### config.mk
export PLATFORM = sky130hd
export DESIGN_NAME = gpi_front_flat
export DESIGN_NICKNAME = d
export VERILOG_FILES = /design/src/rtl/core/gpi_pkg.sv /design/src/rtl/core/gpi_if.sv /design/src/rtl/core/gpi_front.sv /design/src/flat_wrapper.sv
export SDC_FILE = /design/constraint.sdc
export NUM_CORES = 1
export LEC_CHECK = 0
export BUFFER_PORTS_ARGS = -buffer_cell sky130_fd_sc_hd__buf_2
export CORE_UTILIZATION = 55
export DETAILED_ROUTE_END_ITERATION = 10
export PLACE_DENSITY = 0.77
export SLEW_MARGIN = 20
export SYNTH_ARGS = -nofsm -noshare
export SYNTH_HDL_FRONTEND = slang
export SYNTH_SLANG_ARGS = --single-unit
### constraint.sdc
create_clock -name clk -period 6.98 [get_ports clk]
set_clock_uncertainty 0.2 [all_clocks]
set_input_delay 0.349 -clock clk [delete_from_list [all_inputs] [get_ports clk]]
set_output_delay 0.349 -clock clk [all_outputs]
set_load 0.005 [all_outputs]
### src/rtl/core/gpi_pkg.sv
// ----------------------------------------------------------------------------
// gpi_pkg: shared types and constants
// Item, configuration and mode types for the grid potential interpolator.
// ----------------------------------------------------------------------------
package gpi_pkg;

	localparam int MAX_ROWS    = 128;
	localparam int MAX_COLS    = 128;
	localparam int ROW_W       = $clog2(MAX_ROWS);
	localparam int COL_W       = $clog2(MAX_COLS);
	localparam int NUM_BANKS   = 4;
	localparam int BANK_AW     = ROW_W - 1 + COL_W - 1;
	localparam int BANK_DEPTH  = (MAX_ROWS * MAX_COLS) / NUM_BANKS;
	localparam int QUEUE_DEPTH = 4;
	localparam int QPTR_W      = $clog2(QUEUE_DEPTH);
	localparam int PADDR_W     = 5;

	localparam logic [2:0] REG_INV_SPACING    = 3'd0;
	localparam logic [2:0] REG_POTENTIAL_GAIN = 3'd1;
	localparam logic [2:0] REG_FIELD_GAIN     = 3'd2;
	localparam logic [2:0] REG_ROWS_USED      = 3'd3;
	localparam logic [2:0] REG_COLS_USED      = 3'd4;

	typedef enum logic [1:0] {
		MODE_WRITE = 2'd0,
		MODE_POT   = 2'd1,
		MODE_FIELD = 2'd2,
		MODE_NONE  = 2'd3
	} mode_t;

	typedef struct packed {
		mode_t              mode;
		logic [ROW_W-1:0]   row;
		logic [COL_W-1:0]   col;
		logic [16:0]        value;
		logic [30:0]        radius;
		logic signed [31:0] axial;
	} item_t;

	typedef struct packed {
		logic [31:0] inv_spacing;
		logic [31:0] potential_gain;
		logic [31:0] field_gain;
		logic [7:0]  rows_used;
		logic [7:0]  cols_used;
	} cfg_t;

endpackage

### src/rtl/core/gpi_if.sv
// ----------------------------------------------------------------------------
// gpi_if: channel interfaces
// Valid/ready channels for input items and result items.
// ----------------------------------------------------------------------------
interface gpi_item_if;
	logic               valid;
	logic               ready;
	logic [1:0]         mode;
	logic [6:0]         row;
	logic [6:0]         col;
	logic [16:0]        value;
	logic [30:0]        radius;
	logic signed [31:0] axial;

	modport source(output valid, mode, row, col, value, radius, axial, input ready);
	modport sink(input valid, mode, row, col, value, radius, axial, output ready);
endinterface


### src/rtl/core/gpi_front.sv
// ----------------------------------------------------------------------------
// gpi_front: item intake and queue
// Accepts items, drops unused modes and queues the rest for the back end.
// ----------------------------------------------------------------------------
module gpi_front (
	input  logic            clk,
	input  logic            arst_n,
	gpi_item_if.sink        item,
	output logic            head_valid,
	output gpi_pkg::item_t  head,
	input  logic            pop
);

	gpi_pkg::item_t              q_mem [gpi_pkg::QUEUE_DEPTH];
	logic [gpi_pkg::QPTR_W-1:0]  wr_ptr_q;
	logic [gpi_pkg::QPTR_W-1:0]  rd_ptr_q;
	logic [gpi_pkg::QPTR_W:0]    count_q;
	gpi_pkg::item_t              in_item;
	logic                        push;
	logic                        do_pop;

	assign item.ready = (count_q != (gpi_pkg::QPTR_W+1)'(gpi_pkg::QUEUE_DEPTH));
	assign head_valid = (count_q != '0);
	assign head       = q_mem[rd_ptr_q];

	always_comb begin
		in_item.mode   = gpi_pkg::mode_t'(item.mode);
		in_item.row    = item.row;
		in_item.col    = item.col;
		in_item.value  = item.value;
		in_item.radius = item.radius;
		in_item.axial  = item.axial;
	end

	assign push   = item.valid && item.ready && (in_item.mode != gpi_pkg::MODE_NONE);
	assign do_pop = pop && head_valid;

	always_ff @(posedge clk) begin
		if (push) begin
			q_mem[wr_ptr_q] <= in_item;
		end
	end

	always_ff @(posedge clk or negedge arst_n) begin
		if (!arst_n) begin
			wr_ptr_q <= '0;
			rd_ptr_q <= '0;
			count_q  <= '0;
		end else begin
			if (push) begin
				wr_ptr_q <= wr_ptr_q + 1'b1;
			end
			if (do_pop) begin
				rd_ptr_q <= rd_ptr_q + 1'b1;
			end
			if (push && !do_pop) begin
				count_q <= count_q + 1'b1;
			end else if (!push && do_pop) begin
				count_q <= count_q - 1'b1;
			end
		end
	end

endmodule

### src/flat_wrapper.sv
// flat-port wrapper written by rule: the top's interface ports become plain ports
module gpi_front_flat 
  (clk, arst_n, head_valid, head, pop, item_valid, item_mode, item_row, item_col, item_value, item_radius, item_axial, item_ready);
  gpi_item_if item_i ();
  input  logic clk;
  input  logic arst_n;
  output logic head_valid;
  output gpi_pkg::item_t head;
  input  logic pop;
  input wire logic [$bits(item_i.valid)-1:0] item_valid;
  input wire logic [$bits(item_i.mode)-1:0] item_mode;
  input wire logic [$bits(item_i.row)-1:0] item_row;
  input wire logic [$bits(item_i.col)-1:0] item_col;
  input wire logic [$bits(item_i.value)-1:0] item_value;
  input wire logic [$bits(item_i.radius)-1:0] item_radius;
  input wire logic [$bits(item_i.axial)-1:0] item_axial;
  output wire logic [$bits(item_i.ready)-1:0] item_ready;
  assign item_i.valid = item_valid;
  assign item_i.mode = item_mode;
  assign item_i.row = item_row;
  assign item_i.col = item_col;
  assign item_i.value = item_value;
  assign item_i.radius = item_radius;
  assign item_i.axial = item_axial;
  assign item_ready = item_i.ready;
  gpi_front u_core (.clk(clk), .arst_n(arst_n), .item(item_i), .head_valid(head_valid), .head(head), .pop(pop));
endmodule
==> key figures <==
Placed design
  • Routability cong.: 0.707
  • Dpl cells: 1049
  • Area after DPL: 15600 um2
  • HPWL after detailed placement: 15500 um
  • PortBufs: 197

Clock network
  • Clock latency on the worst-skew pair: 0.51 ns
  • H-Tree Depth: 2
  • Root Buffer: clkbuf_16
  • Post-CTS sizing: 0
  • Total CTS buffers: 39
  • Worst-path clk slew: 0.05 ns
  • CTS tree: yes
  • Clock tree buffer depth: 3
  • Clk sink count: 391

Worst setup path
  • Worst Path Arrival: 2.90 ns
  • Critical path type: flop to primary output
  • Crit-path max FO: 41
  • WP data required: 6.43 ns
  • Worst Setup Start Kind: flop
  • CP Capture Type: primary output

Floorplanning
  • Effective utilization at floorplan: 56.4%
  • Area of the core: 25300 um2
  • # rows: 58
  • # IOs: 198
  • DIE WIDTH: 163 um
  • Die Area: 26500 um2
  • DIE HEIGHT: 163 um

Cells and area
  • Synthesis-to-finish area growth: 24.7%
  • Nets: 965
  • Post-route insts no fill: 1214
  • Fin area: 17700 um2
  • Utilization after layout: 70.3%
  • Inserted Diodes: 0
  • Share of cells above drive strength 1: 40.3%
  • Fill cells: 1526

Yosys
  • Top post-synthesis cells by area: edfxtp_1 81%, mux4_2 15%, dfrtp_1 1.2%, ha_1 0.44%, buf_2 0.42%
  • Area leader, netlist: edfxtp_1
  • Syn avg cell area: 26.5 um2
  • Gate Count Post-Synth: 538
  • Unique masters post-synth: 21
  • Top cell type's share of synthesized area: 81.0%
  • Synthesized area: 14200 um2
  • Yosys warnings: 0
  • FF+latch count, synth: 391
  • Synth Net Count: 644
  • Sequential area share after synthesis: 82.2%

Timing
  • Slew Limit Fails: 0
  • Worst Max-Slew Pin Slew: 0.832 ns
  • Setup TNS: 0 ns
  • Final setup viols: 0
  • Max frequency: 290 MHz
  • Min Tclk post-route: 3.45 ns
  • Final hold violation count: 0
  • RSZ-0062 raised after global routing: false
  • Fin crit share: 49.4%
  • Slew HR: 44.5%

Power and ir drop
  • Maximum vdd drop: 0.289 mV
  • Overall power: 6840 uW
  • Pwr per Cell Area: 385 nW/um2
  • Static Leak: 0.00611 uW

Routing
  • Initial DRC Count: 489
  • Vias: 6737
  • Avg Vias per Cell: 5.55
  • DRT Pass-1 Iters: 4
  • Final wirelength: 27500 um
  • Routed Antenna Nets: 0
  • DR DRC count: 0
  • WL per Instance: 22.6 um

Worst hold path
  • Class of the worst hold path: primary input to flop

Global route
  • First-pass GRT wire length: 42100 um
  • Via count of the first global-routing pass: 7486
  • Global-route usage over all layers: 21.5%
  • Largest net degree at the start of global routing: 79
  • Grt total ovfl: 0
  • Initial antenna violation count: 0

Run status
  • Status: finished clean

Job
  • Max Cap Violations: 0
[flip-flops by register name (all words and copies together) (netlist names)]
| register | count |
|---|---|
| u_core.rd_ptr_q | 2 |
| u_core.count_q | 3 |
| u_core.wr_ptr_q | 2 |
| u_core.q_mem | 384 |
[cell usage after synthesis (all sizes together)]
library cell	count
mux4	96
clkbuf	7
xor2	2
or3	1
xnor2	4
edfxtp	384
fa	1
nand3	1
or3b	1
and2	4
dfrtp	7
and3	1
mux2	2
nand2	2
nor2	1
ha	5
buf	16
inv	3
[cells by family after synthesis]
family,Yosys count,share of synthesized area [%]
flops,391,82.2
xor+xnor,6,0.369
simple gates,11,0.484
mux,98,15.4
fa+ha+maj,6,0.580
buf+inv,26,0.949
[cell type report]
cell class / count / area [um2] / share of cell area (%)
Sequential cell: 391 / 11700 / 66.0
Multi-Input combinational cell: 121 / 2400 / 13.5
Timing Repair Buffer: 303 / 2030 / 11.5
Clock buffer: 48 / 1050 / 5.93
Tap cell: 330 / 413 / 2.33
Clock inverter: 18 / 125 / 0.705
Inverter: 3 / 11.3 / 0.0635
[metal layers]
metal	global-route usage [%]	routed length [um]	vias to the layer above
li1	-	-	2958
met1	27.4	10800	3509
met2	38.0	14800	232
met3	3.57	1310	38
met4	6.46	592	0
met5	0	0	-
[report_power, final]
part	leakage, uW	internal [uW]	switching, uW
registers	0.00358	2990	170
clock network	0.000576	1130	800
logic	0.00196	901	839
total	0.00611	5030	1810
[final timing paths]
check                      cells past startpoint                  end  slack, ns               start
hold / removal                                 3   u_core.wr_ptr_q[0]       0.17          item_valid
setup / recovery                               3             head[92]       3.53  u_core.rd_ptr_q[0]
hold reg to reg                                1    u_core.count_q[2]       0.29   u_core.count_q[2]
max in group asynchronous                      3   u_core.rd_ptr_q[0]       5.64              arst_n
setup reg to reg                               4  u_core.q_mem[1][52]       4.05   u_core.count_q[2]
min in group asynchronous                      3   u_core.rd_ptr_q[1]       0.65              arst_n
[cells in the final DEF, fill, tap and decap left out, types with 5 or more instances in the layout]
cell	instances
dlygate4sd3_1	99
edfxtp_1	384
buf_2	197
clkbuf_1	7
buf_4	6
clkinv_1	12
clkbuf_16	41
dfrtp_1	5
mux4_2	96
ha_1	5
[worst max-delay path, cell delays in order (launching register included)]
cell and delay, ns:
dfrtp_4 0.83, buf_4 0.74, mux4_2 0.62, buf_2 0.15
[repair_timing]
action,CTS,global route
setup buffers,0,0
hold buffers,99,0
hold endpoints to repair,393,0
setup endpoints to repair,0,0
[through the flow]
step | hold WS (ns) | worst slack, ns
floorplan | -0.147 | 4.31
global placement | 0.00214 | 3.96
detailed placement | 0.00292 | 3.95
CTS | 0.165 | 3.40
global route | 0.195 | 3.29
finish | 0.174 | 3.53
(Power assumes the default switching activity.)
