$ cat src/rtl/core/gpi_pkg.sv
// ----------------------------------------------------------------------------
// gpi_pkg: shared types and constants
// Item, configuration and mode types for the grid potential interpolator.
// ----------------------------------------------------------------------------
package gpi_pkg;

	localparam int MAX_ROWS    = 128;
	localparam int MAX_COLS    = 128;
	localparam int ROW_W       = $clog2(MAX_ROWS);
	localparam int COL_W       = $clog2(MAX_COLS);
	localparam int NUM_BANKS   = 4;
	localparam int BANK_AW     = ROW_W - 1 + COL_W - 1;
	localparam int BANK_DEPTH  = (MAX_ROWS * MAX_COLS) / NUM_BANKS;
	localparam int QUEUE_DEPTH = 4;
	localparam int QPTR_W      = $clog2(QUEUE_DEPTH);
	localparam int PADDR_W     = 5;

	localparam logic [2:0] REG_INV_SPACING    = 3'd0;
	localparam logic [2:0] REG_POTENTIAL_GAIN = 3'd1;
	localparam logic [2:0] REG_FIELD_GAIN     = 3'd2;
	localparam logic [2:0] REG_ROWS_USED      = 3'd3;
	localparam logic [2:0] REG_COLS_USED      = 3'd4;

	typedef enum logic [1:0] {
		MODE_WRITE = 2'd0,
		MODE_POT   = 2'd1,
		MODE_FIELD = 2'd2,
		MODE_NONE  = 2'd3
	} mode_t;

	typedef struct packed {
		mode_t              mode;
		logic [ROW_W-1:0]   row;
		logic [COL_W-1:0]   col;
		logic [16:0]        value;
		logic [30:0]        radius;
		logic signed [31:0] axial;
	} item_t;

	typedef struct packed {
		logic [31:0] inv_spacing;
		logic [31:0] potential_gain;
		logic [31:0] field_gain;
		logic [7:0]  rows_used;
		logic [7:0]  cols_used;
	} cfg_t;

endpackage

$ cat src/rtl/core/gpi_cfg.sv
// ----------------------------------------------------------------------------
// gpi_cfg: configuration registers
// APB-style register file holding spacing, gains and lattice extent.
// ----------------------------------------------------------------------------
module gpi_cfg (
	input  logic                        clk,
	input  logic                        arst_n,
	input  logic                        psel,
	input  logic                        penable,
	input  logic                        pwrite,
	input  logic [gpi_pkg::PADDR_W-1:0] paddr,
	input  logic [31:0]                 pwdata,
	output logic [31:0]                 prdata,
	output logic                        pready,
	output gpi_pkg::cfg_t               cfg
);

	gpi_pkg::cfg_t cfg_q;
	logic [2:0]    idx;
	logic          wr_en;

	assign idx   = paddr[4:2];
	assign wr_en = psel && penable && pwrite;
	assign pready = 1'b1;
	assign cfg   = cfg_q;

	always_ff @(posedge clk or negedge arst_n) begin
		if (!arst_n) begin
			cfg_q.inv_spacing    <= 32'd65536;
			cfg_q.potential_gain <= 32'd65536;
			cfg_q.field_gain     <= 32'd65536;
			cfg_q.rows_used      <= 8'd128;
			cfg_q.cols_used      <= 8'd128;
		end else if (wr_en) begin
			case (idx)
				gpi_pkg::REG_INV_SPACING:    cfg_q.inv_spacing    <= pwdata;
				gpi_pkg::REG_POTENTIAL_GAIN: cfg_q.potential_gain <= pwdata;
				gpi_pkg::REG_FIELD_GAIN:     cfg_q.field_gain     <= pwdata;
				gpi_pkg::REG_ROWS_USED:      cfg_q.rows_used      <= pwdata[7:0];
				gpi_pkg::REG_COLS_USED:      cfg_q.cols_used      <= pwdata[7:0];
				default: ;
			endcase
		end
	end

	always_comb begin
		case (idx)
			gpi_pkg::REG_INV_SPACING:    prdata = cfg_q.inv_spacing;
			gpi_pkg::REG_POTENTIAL_GAIN: prdata = cfg_q.potential_gain;
			gpi_pkg::REG_FIELD_GAIN:     prdata = cfg_q.field_gain;
			gpi_pkg::REG_ROWS_USED:      prdata = {24'd0, cfg_q.rows_used};
			gpi_pkg::REG_COLS_USED:      prdata = {24'd0, cfg_q.cols_used};
			default:                     prdata = 32'd0;
		endcase
	end

endmodule

$ cat config.mk
export PLATFORM = sky130hd
export DESIGN_NAME = gpi_cfg
export DESIGN_NICKNAME = d
export VERILOG_FILES = /design/src/rtl/core/gpi_pkg.sv /design/src/rtl/core/gpi_cfg.sv
export SDC_FILE = /design/constraint.sdc
export NUM_CORES = 1
export LEC_CHECK = 0
export ABC_AREA = 1
export BUFFER_PORTS_ARGS = -buffer_cell sky130_fd_sc_hd__buf_4
export CAP_MARGIN = 25
export CORE_ASPECT_RATIO = 0.8
export CORE_MARGIN = 2
export CORE_UTILIZATION = 35
export CTS_CLUSTER_SIZE = 28
export DETAILED_ROUTE_END_ITERATION = 8
export PLACE_DENSITY_LB_ADDON = 0.3
export SLEW_MARGIN = 40
export SYNTH_ARGS = -nofsm -noshare
export SYNTH_HDL_FRONTEND = slang
export SYNTH_SLANG_ARGS = --single-unit
$ cat constraint.sdc
create_clock -name clk -period 1.5 [get_ports clk]
set_input_delay 0.075 -clock clk [delete_from_list [all_inputs] [get_ports clk]]
set_output_delay 0.075 -clock clk [all_outputs]
set_load 0.05 [all_outputs]
==> results of run 1 <==
==> routing by layer <==
layer | GRT usage [%] | share of wire [%] | vias up
met1 | 26.3 | 46 | 2311
met4 | 6.26 | 1.9 | 0
li1 | - | - | 2341
met2 | 30.8 | 46 | 162
met5 | 0 | 0 | -
met3 | 5.85 | 6.9 | 22
==> power breakdown <==
part | internal (uW) | leakage (uW) | switching, uW
Clock | 1160 | 0.000140 | 1190
Sequential | 3600 | 0.00143 | 512
Combinational | 1280 | 0.00221 | 3200
Total | 6050 | 0.00378 | 4900
==> worst max-delay path by stage <==
| stage | start | endpoint | cells after the start |
|---|---|---|---|
| after global routing | paddr[4] | prdata[15] | 8 |
| after detailed placement | paddr[4] | cfg[14] | 6 |
| after global placement | paddr[3] | prdata[19] | 8 |
| final | cfg[7] | prdata[7] | 5 |
| after CTS | cfg[15] | prdata[7] | 5 |
| after floorplan | cfg[15] | prdata[7] | 4 |
==> what timing repair did <==
action,in CTS,in global routing
hold endpoints to repair,64,0
gates resized for setup,0,5
setup endpoints to repair,0,1
hold buffers,30,0
==> cell type report <==
type / count / area share (%)
tap: 180 / 3.12
timing repair buffer: 232 / 26.3
clock inverter: 7 / 0.850
clock buffer: 9 / 3.12
inverter: 52 / 2.71
multi-input combinational: 404 / 25.0
sequential: 112 / 39.0
==> metrics by stage <==
step	hold WS, ns	setup WS [ns]	power, uW
6_report	0.0126	0.0929	11000
3_3_place_gp	0.0317	0.206	8520
2_1_floorplan	-0.221	0.140	7030
5_1_grt	0.0248	0.00309	11500
3_5_place_dp	0.0379	0.178	8600
4_1_cts	0.000309	0.0192	11000
==> Yosys cell counts (all sizes together) <==
| cell | count | area (um2) |
|---|---|---|
| buf | 14 | 77.6 |
| clkbuf | 19 | 72.6 |
| conb | 1 | 3.75 |
| dfrtp | 107 | 2680 |
| dfstp | 5 | 131 |
| inv | 52 | 195 |
| nand2 | 213 | 805 |
| nand3 | 44 | 220 |
| nand4 | 11 | 68.8 |
| nor2 | 16 | 67.6 |
| nor3 | 2 | 32.5 |
| o21ai | 117 | 586 |
==> cells by family after synthesis <==
group | count (synthesis)
AO/OA/AOI/OAI | 117
buffers and inverters | 85
flip-flops | 112
other | 1
AND/OR/NAND/NOR | 286
==> worst max-delay path: stages, from the launching register on <==
cell	delay (ns)
dfstp_2	0.56
nand3_2	0.08
o21ai_2	0.07
inv_1	0.05
nand2_1	0.07
buf_6	0.16
==> metrics, run 1 <==
VDD IR max=~0.97 mV; post-synthesis xor/xnor area fraction=0%; Hold Path Sink=cfg[35]; GPL Wtd Cong=between 0.8 and 0.9; hold depth=3; status=complete, no violations; FMAX=0.711 GHz; Final Hold Fails=0; Slew Limit Fails=0; Port Buf Inserts=183; CP Launch Type=flip-flop; clock period minus worst slack=~1.4 ns; synth warn=0; clk sink count=about 110; Core Region=13700 um2; Reg area=between 2000 and 3000 um2; routed wire length=around 15000 um; Via Count=4836; clock root buffer=clkbuf_16; number of vias per cell=4.86; DP Area=between 6000 and 7000 um2; drt pass-1 iters=4; Num CTS Buffers=9; Multi-input gate area=between 1500 and 2000 um2; Final Non-Filler Cells=996; die boundary height=110 um; most frequent cells in the layout=210 x nand2_1, 195 x buf_4, 107 x dfrtp_1, 76 x o21ai_0, 50 x inv_1; drt drc=0; diode count=0; library cells used by synthesis=18; Setup TNS Final=0 ns; Hold WC Path Type=in2reg; Power Density=1520 nW/um2; final worst-path cycle share=93.8%; Compound-Gate Fraction of Synth Area=a little under an eighth; Synth Register Bits=~110; synth-to-layout area growth=46.0%; layout cells sized above 1=between 20% and 30%; Core Util, Final=52.7%; reg-to-reg startpoint=cfg[15]; I/O pin count=187; Post-Syn Area=between 4000 and 5000 um2; R2R depth=2; Clock Skews=0 ns; simple-gate share of the synthesized area=between 20 and 25%; Setup-failing EPs final=0; FF-to-FF End=cfg[15]; Adder-Cell Fraction of Synth Area=0%; DR WL/cell=between 10 and 15 um; fin area=7210 um2; gr usage total=between 10% and 20%; largest family of logic cells by synthesized area=simple AND/OR/NAND/NOR gates; Cells after DPL=between 900 and 1000; Mapped Nets=643; Die Width=~140 um; syn_area_per_cell=8.22 um2; initial antenna violation count=0; first-pass GRT wire length=~23000 um; min-delay src=pwdata[19]; Fill cells=between 1000 and 1500; CTS tree=yes; remaining global-route overflow=0; initial DRC count=between 200 and 250; H-tree levels=3; largest net degree at the start of global routing=just under 50; Initial Util=a little over a third; WS Path Type=reg2out; RSZ-0062 raised after global routing=no; Cells after Synth=approximately 600; ANT nets after route=0; vias in the first global route=about 4500; commonest non-fill, non-tap cell in the layout=nand2_1; mux share of post-synthesis cell area=0%; worst skew pair latency=0.35 ns; post-CTS setup buffers=0; max reg flops=112; critical path peak fanout=3; reg2reg setup slack=0.69 ns; Maximum Capacitance Violations=0; nature of the critical path endpoint=output pin; post-DP HPWL=~10000 um; CP required=1.42 ns; clk buf depth=2; Leak Pwr=between 0.003 and 0.004 uW; fin nets=around 850; clock transition at the registers of the reported paths=about 0.080 ns; critical path arrival=~1.3 ns; Seq/Total Area, Yosys=~57%; Die ar.=around 15000 um2; number of core rows=38
No activity file was read; power rests on OpenSTA's default activity.
==> run 2, diff against run 1 <==
--- a/config.mk
+++ b/config.mk
@@ -13,6 +13,7 @@
 export CORE_UTILIZATION = 35
 export CTS_CLUSTER_SIZE = 28
 export DETAILED_ROUTE_END_ITERATION = 8
+export HOLD_SLACK_MARGIN = 0.03
 export PLACE_DENSITY_LB_ADDON = 0.3
 export SLEW_MARGIN = 40
 export SYNTH_ARGS = -nofsm -noshare
==> constraint.sdc (replaced) <==
create_clock -name clk -period 1.35 [get_ports clk]
set_input_delay 0.0675 -clock clk [delete_from_list [all_inputs] [get_ports clk]]
set_output_delay 0.0675 -clock clk [all_outputs]
set_load 0.05 [all_outputs]
==> run 2 against run 1 <==
  * The run now ends with negative setup slack left
  * Via count rose by 3.2%
  * Clock skew unchanged
  * Sequential power rose by 11%
  * Global-route usage rose by 0.70 points
  * Combinational power rose by 16%
  * Worst setup slack worse by 0.14 ns
  * Non-clock buffer count rose by 25
  * First-iteration DRC count grew 13%
  * Power increased by 15%
  * Register-to-register slack worse by 0.18 ns
  * Cell area grew 3.6%
  * Critical endpoint unchanged
==> metrics, run 2 (synthesis results as in run 1) <==
status=finished, violations left; failing checks=negative setup slack; FF-to-FF End=cfg[7]; number of core rows=38; min-delay src=penable; Leak Pwr=~0.0039 uW; VDD IR max=0.845 mV; routed wire length=~15000 um; clock transition at the registers of the reported paths=0.07 ns; CP required=1.28 ns; post-DP HPWL=about 11000 um; worst skew pair latency=roughly 0.34 ns; first-pass GRT wire length=23800 um; initial antenna violation count=0; Final Hold Fails=0; H-tree levels=3; ANT nets after route=0; fin nets=just under 900; clk buf depth=2; Initial Util=between 30 and 40%; initial DRC count=around 270; final worst-path cycle share=104%; Hold Path Sink=cfg[13]; clock root buffer=clkbuf_16; Num CTS Buffers=9; clk sink count=between 100 and 150; remaining global-route overflow=0; Cells after DPL=roughly 950; Core Region=13700 um2; most frequent cells in the layout=209 x nand2_1, 209 x buf_4, 107 x dfrtp_1, 76 x o21ai_0, 49 x inv_1; I/O pin count=approximately 190; Slew Limit Fails=0; Setup TNS Final=-0.0495 ns; CP Launch Type=flip-flop; Maximum Capacitance Violations=0; Final Non-Filler Cells=1019; critical path arrival=1.33 ns; Setup-failing EPs final=1; clock period minus worst slack=between 1 and 1.5 ns; worst path cell trace=inv_2, o21ai_1, inv_1, nand2_2, buf_8; DP Area=between 6000 and 7000 um2; FMAX=about 0.71 GHz; hold depth=4; drt drc=0; Via Count=~5000; Clock Skews=0 ns; DR WL/cell=about 15 um; reg2reg setup slack=0.51 ns; max incr delay on CP=0.54 ns; R2R depth=3; RSZ-0062 raised after global routing=yes; WS Path Type=reg2out; number of vias per cell=4.90; CP max-delay cell=dfstp_2; Hold WC Path Type=in2reg; critical path peak fanout=2; Die ar.=15100 um2; largest net degree at the start of global routing=slightly above 60; synth-to-layout area growth=51.3%; max reg flops=112; vias in the first global route=about 4600; Port Buf Inserts=183; nature of the critical path endpoint=output pin; drt pass-1 iters=5; Power Density=~1700 nW/um2; final setup margin=-0.0495 ns; CTS tree=yes; diode count=0; reg-to-reg startpoint=cfg[7]; die boundary height=approximately 110 um; Die Width=around 140 um; fin area=between 7000 and 8000 um2; gr usage total=20.3%; layout cells sized above 1=between 30% and 40%; GPL Wtd Cong=just over 0.9
[run 2: cell types whose count changed in the layout (fill, tap and decap cells not counted), sizes merged]
cell | previous run | this run
bufinv | 0 | 2
dlygate4sd3 | 30 | 33
clkinv | 2 | 0
buf | 202 | 224
clkbuf | 9 | 11
inv | 56 | 52
[run 2: metrics by stage]
| stage | total power, uW | setup slack [ns] | hold WS (ns) | utilization (%) |
|---|---|---|---|---|
| 2_1_floorplan | 7810 | 0.00616 | -0.228 | - |
| 3_3_place_gp | 9480 | 0.110 | 0.0875 | 48.6 |
| 3_5_place_dp | 9590 | 0.0653 | 0.0959 | 48.6 |
| 4_1_cts | 12500 | -0.0503 | 0.123 | 53.5 |
| 5_1_grt | 13100 | -0.100 | 0.163 | 54.5 |
| 6_report | 12600 | -0.0495 | 0.151 | 54.5 |
[run 2: worst max-delay path: cells and delay by family, from the launching register on]
kind                   cells  cell delay [ns]
AO/OA/AOI/OAI              1             0.11
buffers and inverters      3             0.26
flip-flops                 1             0.54
AND/OR/NAND/NOR            1             0.08
[run 2: how the worst max path moves through the flow]
stage              from          to  depth (start not counted)
6_report        cfg[15]   prdata[7]                          5
5_1_grt         cfg[15]   prdata[7]                          5
4_1_cts         cfg[15]   prdata[7]                          5
3_5_place_dp   paddr[3]     cfg[67]                          8
3_3_place_gp   paddr[4]   prdata[3]                          7
2_1_floorplan  paddr[2]  prdata[11]                          5
[run 2: cell type report]
cell class | instances | area (um2)
fill | 1246 | 6220
timing repair buffer | 257 | 2130
clock buffer | 11 | 243
clock inverter | 3 | 67.6
inverter | 52 | 195
multi-input combinational | 404 | 1800
sequential | 112 | 2810
tap | 180 | 225
[run 2: repair_timing]
action,4_1_cts,5_1_grt
buffers inserted,3,15
hold buffers,33,0
pin swaps,1,19
gates resized for setup,5,8
setup endpoints to repair,3,9
hold endpoints to repair,188,0
[run 2: report_power, final]
part	total [uW]	internal (uW)	switching, uW
Clock	2800	1660	1140
Sequential	4580	4010	573
Combinational	5200	1580	3620
Total	12600	7250	5330
[run 2: routing by layer]
metal | share of wire [%] | track usage [%]
met5 | 0 | 0
met4 | 2.0 | 7.22
met3 | 6.8 | 4.21
met2 | 48 | 33.4
met1 | 44 | 26.9
